==> config.mk <==
export PLATFORM = sky130hd
export DESIGN_NAME = group_reverse_stream_flat
export DESIGN_NICKNAME = d
export VERILOG_FILES = /design/src/grs_pkg.sv /design/src/grs_if.sv /design/src/grs_ram.sv /design/src/group_reverse_stream.sv /design/src/flat_wrapper.sv
export SDC_FILE = /design/constraint.sdc
export NUM_CORES = 1
export LEC_CHECK = 0
export ABC_AREA = 1
export BUFFER_PORTS_ARGS = -buffer_cell sky130_fd_sc_hd__clkbuf_2
export CELL_PAD_IN_SITES_DETAIL_PLACEMENT = 2
export CELL_PAD_IN_SITES_GLOBAL_PLACEMENT = 2
export CORE_UTILIZATION = 37
export CTS_CLUSTER_SIZE = 30
export DETAILED_ROUTE_END_ITERATION = 10
export PLACE_DENSITY = 0.83
export SYNTH_ARGS = -nofsm -noshare
export SYNTH_HDL_FRONTEND = slang
export SYNTH_SLANG_ARGS = --single-unit
==> constraint.sdc <==
create_clock -name clk -period 2.7 [get_ports clk]
set_clock_uncertainty 0.15 [all_clocks]
set_input_delay 0.54 -clock clk [delete_from_list [all_inputs] [get_ports clk]]
set_output_delay 0.54 -clock clk [all_outputs]
set_load 0.01 [all_outputs]
==> src/grs_pkg.sv <==
`timescale 1ns / 1ps

package grs_pkg;

  localparam int VALUE_W       = 32;
  localparam int CFG_W         = 5;
  localparam int MAX_GROUP_DEF = 16;

endpackage

==> src/grs_if.sv <==
`timescale 1ns / 1ps

interface grs_in_if;
  logic                              valid;
  logic                              ready;
  logic signed [grs_pkg::VALUE_W-1:0] item_value;
  logic                              list_last;

  modport source (output valid, output item_value, output list_last, input ready);
  modport sink   (input valid, input item_value, input list_last, output ready);
endinterface

interface grs_out_if;
  logic                              valid;
  logic                              ready;
  logic signed [grs_pkg::VALUE_W-1:0] out_value;
  logic                              run_end;
  logic                              list_end;

  modport source (output valid, output out_value, output run_end, output list_end,
                  input ready);
  modport sink   (input valid, input out_value, input run_end, input list_end,
                  output ready);
endinterface

==> src/grs_ram.sv <==
`timescale 1ns / 1ps

module grs_ram #(
  parameter int WIDTH = grs_pkg::VALUE_W,
  parameter int DEPTH = grs_pkg::MAX_GROUP_DEF
) (
  input  logic                                  clk,
  input  logic                                  we,
  input  logic [(DEPTH > 1 ? $clog2(DEPTH) : 1)-1:0] waddr,
  input  logic [WIDTH-1:0]                      wdata,
  input  logic                                  re,
  input  logic [(DEPTH > 1 ? $clog2(DEPTH) : 1)-1:0] raddr,
  output logic [WIDTH-1:0]                      rdata
);

  logic [WIDTH-1:0] mem [DEPTH];

  always_ff @(posedge clk) begin
    if (we) begin
      mem[waddr] <= wdata;
    end
    if (re) begin
      rdata <= mem[raddr];
    end
  end

endmodule

==> src/group_reverse_stream.sv <==
// group_reverse_stream: reorders list elements in groups; a full group comes
// out reversed, one cut short by list_last in order. Input channel (items):
// one word per list element, item_value plus list_last on the final element.
// Output channel (results): out_value, run_end on the last word a given
// input caused, list_end on the final word of the whole list. group_size is
// written through cfg_we/cfg_data; the user must write it only while the
// block is idle, which the block does not enforce; 0 acts as 1, values
// above MAX_GROUP as MAX_GROUP. Words are stored in a one-port-write,
// one-port-read RAM of MAX_GROUP entries. An input that does not close a
// group leaves the block idle. An input that closes a group (count reaches
// group_size, or list_last) starts a readout: READ issues the first read,
// then LOAD passes one word per cycle while results is ready. Input is not
// taken during the readout; the RAM read port sets the pace of one word per
// cycle. A word left in the output register does not block the next input;
// a stalled receiver holds the readout. Reset (rst, synchronous) empties
// the group, clears out_valid and sets group_size to 1. The RAM needs no
// clearing: only entries written in the current group are read.
`timescale 1ns / 1ps

module group_reverse_stream #(
  parameter int MAX_GROUP = grs_pkg::MAX_GROUP_DEF
) (
  input  logic                       clk,
  input  logic                       rst,
  input  logic                       cfg_we,
  input  logic [grs_pkg::CFG_W-1:0]  cfg_data,
  grs_in_if.sink                     items,
  grs_out_if.source                  results
);

  localparam int AW = (MAX_GROUP > 1) ? $clog2(MAX_GROUP) : 1;
  localparam int CW = $clog2(MAX_GROUP + 1);
  localparam int KW = (CW > grs_pkg::CFG_W) ? CW : grs_pkg::CFG_W;

  typedef enum logic [1:0] {IDLE, READ, LOAD} state_t;

  state_t                      state;
  logic [grs_pkg::CFG_W-1:0]   group_size;
  logic [CW-1:0]               fill_count;
  logic [CW-1:0]               n_q;
  logic [CW-1:0]               idx;
  logic                        rev;
  logic                        lst;
  logic                        rd_end;
  logic                        out_valid;
  logic [grs_pkg::VALUE_W-1:0] out_value;
  logic                        run_end;
  logic                        list_end;

  logic [KW-1:0]               k;
  logic [KW-1:0]               gs_ext;
  logic [CW-1:0]               n_in;
  logic                        accept;
  logic                        full;
  logic                        slot_free;
  logic                        load_word;
  logic                        rd_go;
  logic [CW-1:0]               rd_addr;
  logic [grs_pkg::VALUE_W-1:0] rd_data;

  always_comb begin
    gs_ext = KW'(group_size);
    if (group_size == '0) begin
      k = KW'(1);
    end else if (gs_ext > KW'(MAX_GROUP)) begin
      k = KW'(MAX_GROUP);
    end else begin
      k = gs_ext;
    end
  end

  assign n_in      = fill_count + CW'(1);
  assign full      = KW'(n_in) >= k;
  assign accept    = items.valid && items.ready;
  assign slot_free = !out_valid || results.ready;
  assign load_word = (state == LOAD) && slot_free;
  assign rd_go     = (state == READ) || (load_word && !rd_end);
  assign rd_addr   = rev ? (n_q - CW'(1) - idx) : idx;

  assign items.ready       = (state == IDLE);
  assign results.valid     = out_valid;
  assign results.out_value = out_value;
  assign results.run_end   = run_end;
  assign results.list_end  = list_end;

  grs_ram #(
    .WIDTH (grs_pkg::VALUE_W),
    .DEPTH (MAX_GROUP)
  ) u_ram (
    .clk   (clk),
    .we    (accept),
    .waddr (fill_count[AW-1:0]),
    .wdata (items.item_value),
    .re    (rd_go),
    .raddr (rd_addr[AW-1:0]),
    .rdata (rd_data)
  );

  always_ff @(posedge clk) begin
    if (rst) begin
      state      <= IDLE;
      group_size <= grs_pkg::CFG_W'(1);
      fill_count <= '0;
      out_valid  <= 1'b0;
      idx        <= '0;
      rd_end     <= 1'b0;
    end else begin
      if (cfg_we) begin
        group_size <= cfg_data;
      end
      if (out_valid && results.ready && !load_word) begin
        out_valid <= 1'b0;
      end
      unique case (state)
        IDLE: begin
          if (accept) begin
            if (full || items.list_last) begin
              n_q        <= n_in;
              idx        <= '0;
              rev        <= full;
              lst        <= items.list_last;
              fill_count <= '0;
              state      <= READ;
            end else begin
              fill_count <= n_in;
            end
          end
        end
        READ: begin
          rd_end <= (idx == n_q - CW'(1));
          idx    <= idx + CW'(1);
          state  <= LOAD;
        end
        LOAD: begin
          if (slot_free) begin
            out_valid <= 1'b1;
            out_value <= rd_data;
            run_end   <= rd_end;
            list_end  <= rd_end && lst;
            if (rd_end) begin
              state <= IDLE;
            end else begin
              rd_end <= (idx == n_q - CW'(1));
              idx    <= idx + CW'(1);
            end
          end
        end
        default: state <= IDLE;
      endcase
    end
  end

endmodule

==> src/flat_wrapper.sv <==
// flat-port wrapper written by rule: the top's interface ports become plain ports
module group_reverse_stream_flat 
#(
  parameter int MAX_GROUP = grs_pkg::MAX_GROUP_DEF
)
  (clk, rst, cfg_we, cfg_data, items_valid, items_item_value, items_list_last, items_ready, results_valid, results_out_value, results_run_end, results_list_end, results_ready);
  grs_in_if items_i ();
  grs_out_if results_i ();
  input  logic clk;
  input  logic rst;
  input  logic cfg_we;
  input  logic [grs_pkg::CFG_W-1:0] cfg_data;
  input wire logic [$bits(items_i.valid)-1:0] items_valid;
  input wire logic [$bits(items_i.item_value)-1:0] items_item_value;
  input wire logic [$bits(items_i.list_last)-1:0] items_list_last;
  output wire logic [$bits(items_i.ready)-1:0] items_ready;
  output wire logic [$bits(results_i.valid)-1:0] results_valid;
  output wire logic [$bits(results_i.out_value)-1:0] results_out_value;
  output wire logic [$bits(results_i.run_end)-1:0] results_run_end;
  output wire logic [$bits(results_i.list_end)-1:0] results_list_end;
  input wire logic [$bits(results_i.ready)-1:0] results_ready;
  assign items_i.valid = items_valid;
  assign items_i.item_value = items_item_value;
  assign items_i.list_last = items_list_last;
  assign items_ready = items_i.ready;
  assign results_valid = results_i.valid;
  assign results_out_value = results_i.out_value;
  assign results_run_end = results_i.run_end;
  assign results_list_end = results_i.list_end;
  assign results_i.ready = results_ready;
  group_reverse_stream #(.MAX_GROUP(MAX_GROUP)) u_core (.clk(clk), .rst(rst), .cfg_we(cfg_we), .cfg_data(cfg_data), .items(items_i), .results(results_i));
endmodule
==> run metrics <==
Max-Cap Viols 0; Lkg Pwr 14.0 nW; relative slew slack 0.472; Final Slew Violations 0; Post-synth top cells nand2_1 (1,025), edfxtp_1 (585), inv_1 (497); met2 WL 62,900 um; io pins 79; GR Overflow Total 0; Reg clk slew, reported paths 0.06 ns; Met1 Wirelength 44,400 um; register area share after synthesis 0.685; Worst Setup SP u_core.n_q[0]$_DFFE_PP_; Ys Warns 0; drt initial violations 2,176; Layout area overhead 23.3%; Final period util 1.15; FP Rows 97; DP HPWL 54,200 um; share of post-route cells with drive strength above 1 0.169; Critical Path Sink Type flip-flop; EDFF count, synth 585; final core occ 0.461; pwr/cell area 1140 nW/um2; initial antenna violation count 7; commonest register cell after synthesis edfxtp_1; metal3 WL 9650 um; status complete, but fails checks; wire per inst 33.9 um; starting density of the core 0.374; min cycle time layout 3.11 ns; synth unique cells 26; GP Congestion 0.772; H-tree Lvls 3; Syn Area/Cell 10.1 um2; share of flip-flops with an asynchronous set or reset 0; CP Launch Type flip-flop; crit path DAT 3.31 ns; ranking of synthesized cells by area edfxtp_1 (67%), nand2_1 (15%), inv_1 (7.1%); root buf cell clkbuf_16; worst hold path class in -> reg; Slew @ Worst Pin 0.790 ns; Die W 268 um; core area 70,000 um2; final setup fails 112; final WL 127,000 um; WP data required 2.90 ns; Detail Route Antenna Nets 0; fmax 321 MHz; share of the synthesized area in the top cell type 0.671; reg2reg start u_core.n_q[0]$_DFFE_PP_; Cells after Synth 2,601; critical path type reg -> reg; layout net count 2,824; syn nets 2,662; IO Port Bufs 78; vias in the first global route 23,300; hold slack 0.0380 ns; violated checks setup timing; cell accounting for the most synthesized area edfxtp_1; TritonCTS clock tree built; CTS Buf Count 68; die extent in y 268 um; RSZ-0062 raised after global routing yes; CTS Buffer Depth 3; min-delay src cfg_data[0]; Crit Path Max Fanout 5; Mapped Area 26,200 um2; iteration count of the initial detailed-routing pass 8; vias 21,400; DRC Markers 0; Highest Signal Layer met5; Hold Violations, Final 0; post-synthesis register bit count 604; top-count cell post-synth nand2_1; Final WS setup -0.415 ns; Fillers 7,107; GRT Util Overall 0.329; CTS Sinks 604; largest net degree at the start of global routing 58; Max IR drop VDD 0.000504 V; Via density 5.69; die area 71,900 um2; global-route wire length before repair 167,000 um; worst skew pair latency 0.67 ns
==> registers in the layout, indices dropped and copies added, names as in the netlist <==
| name | count |
|---|---|
| u_core.n_q | 5 |
| u_core.results.run_end | 1 |
| u_core.rev | 1 |
| u_core.u_ram.rdata | 32 |
| u_core.idx | 5 |
| u_core.lst | 1 |
| u_core.fill_count | 5 |
| u_core.state | 2 |
| u_core.results.valid | 1 |
| u_core.u_ram.mem | 512 |
| u_core.results.out_value | 32 |
| u_core.results.list_end | 1 |
| u_core.rd_end | 1 |
| u_core.group_size | 5 |
==> through the flow <==
stage / instance area (um2) / instances / TNS [ns] / worst slack (ns) / total power, mW
after floorplan: 26200 / 2601 / -125.49 / -0.327 / 17.9
after global placement: 28500 / 3593 / 0 / 0.0323 / 21.4
after detailed placement: 28500 / 3593 / -8.53 / -0.291 / 22.5
after CTS: 31700 / 3740 / -2.63 / -0.120 / 34.3
after global routing: 32300 / 3753 / -15.27 / -0.404 / 37.6
final: 32300 / 3754 / -11.51 / -0.415 / 36.9
==> cell type report <==
type,instances,area (um2),area share
clock buffers,83,1840,0.0570
repair inverters,1,11.3,0.000348
clock inverters,33,329,0.0102
repair buffers,196,2360,0.0729
flip-flops and latches,604,18000,0.556
well taps,940,1180,0.0364
inverters,499,1890,0.0585
diodes,5,12.5,0.000387
multi-input cells,1393,6740,0.209
==> critical path: stages (launching register included) <==
cell and delay [ns]:
edfxtp_1 0.41, inv_2 0.10, ha_4 0.31, inv_1 0.08, ha_1 0.38, nand2_4 0.08, o21ai_4 0.18, inv_2 0.09
nand2_2 0.15, nand2_2 0.07, nand2_1 0.12, nand2_4 0.14, buf_6 0.16, buf_12 0.15, nand2_1 0.08, nand2_1 0.14
==> layer usage <==
| layer | GRT usage | vias to the layer above |
|---|---|---|
| met5 | 0 | - |
| met4 | 0.206 | 4 |
| met3 | 0.0549 | 562 |
| met2 | 0.590 | 1338 |
| met1 | 0.363 | 11000 |
| li1 | - | 8521 |
==> cells by family after synthesis <==
logic type	Yosys count	share of synthesized area
buffers and inverters	604	0.0928
and+or+nand+nor	1324	0.202
xor gates and xnor gates	7	0.00234
adders and majority gates	18	0.00888
DFF	604	0.685
AOI/OAI and AO/OA	44	0.00879
==> power by group <==
part,internal (mW),switching [mW]
sequential,11.3,0.458
combinational,4.71,10.4
clock,5.44,4.59
==> worst paths after layout <==
check / endpoint / slack [ns] / cells past startpoint
hold / removal: u_core.group_size[0]$_SDFFE_PP1P_ / 0.04 / 3
setup / recovery: u_core.u_ram.rdata[2]$_DFFE_PP_ / -0.41 / 15
setup reg to reg: u_core.u_ram.rdata[2]$_DFFE_PP_ / -0.41 / 15
hold reg to reg: u_core.results.out_value[25]$_DFFE_PP_ / 0.27 / 0
==> placed cells by master, fill, tap and decap left out, types with 8 or more instances in the layout <==
cell	Yosys	routed
nand2_1	1025	949
edfxtp_1	585	585
inv_1	497	490
nand3_1	243	195
clkbuf_2	0	78
clkbuf_16	0	74
nand2_2	1	65
buf_12	0	54
nand3_2	0	42
buf_4	18	28
nor2_1	48	27
nor2_4	0	20
clkinv_1	0	15
dfxtp_1	19	15
buf_16	0	13
buf_6	1	12
nand2_4	0	11
clkbuf_1	8	11
o21ai_0	14	10
ha_1	17	10
a21oi_1	16	9
o21ai_1	11	8
clkinv_2	0	8
==> what timing repair did <==
item / 4_1_cts / 5_1_grt
pin swaps: 30 / 45
setup endpoints to repair: 48 / 159
resized for setup: 119 / 122
cloned: 14 / 2
hold endpoints to repair: 4 / 0
setup buffers: 13 / 7
hold buffers: 4 / 0
(Power assumes the default switching activity.)
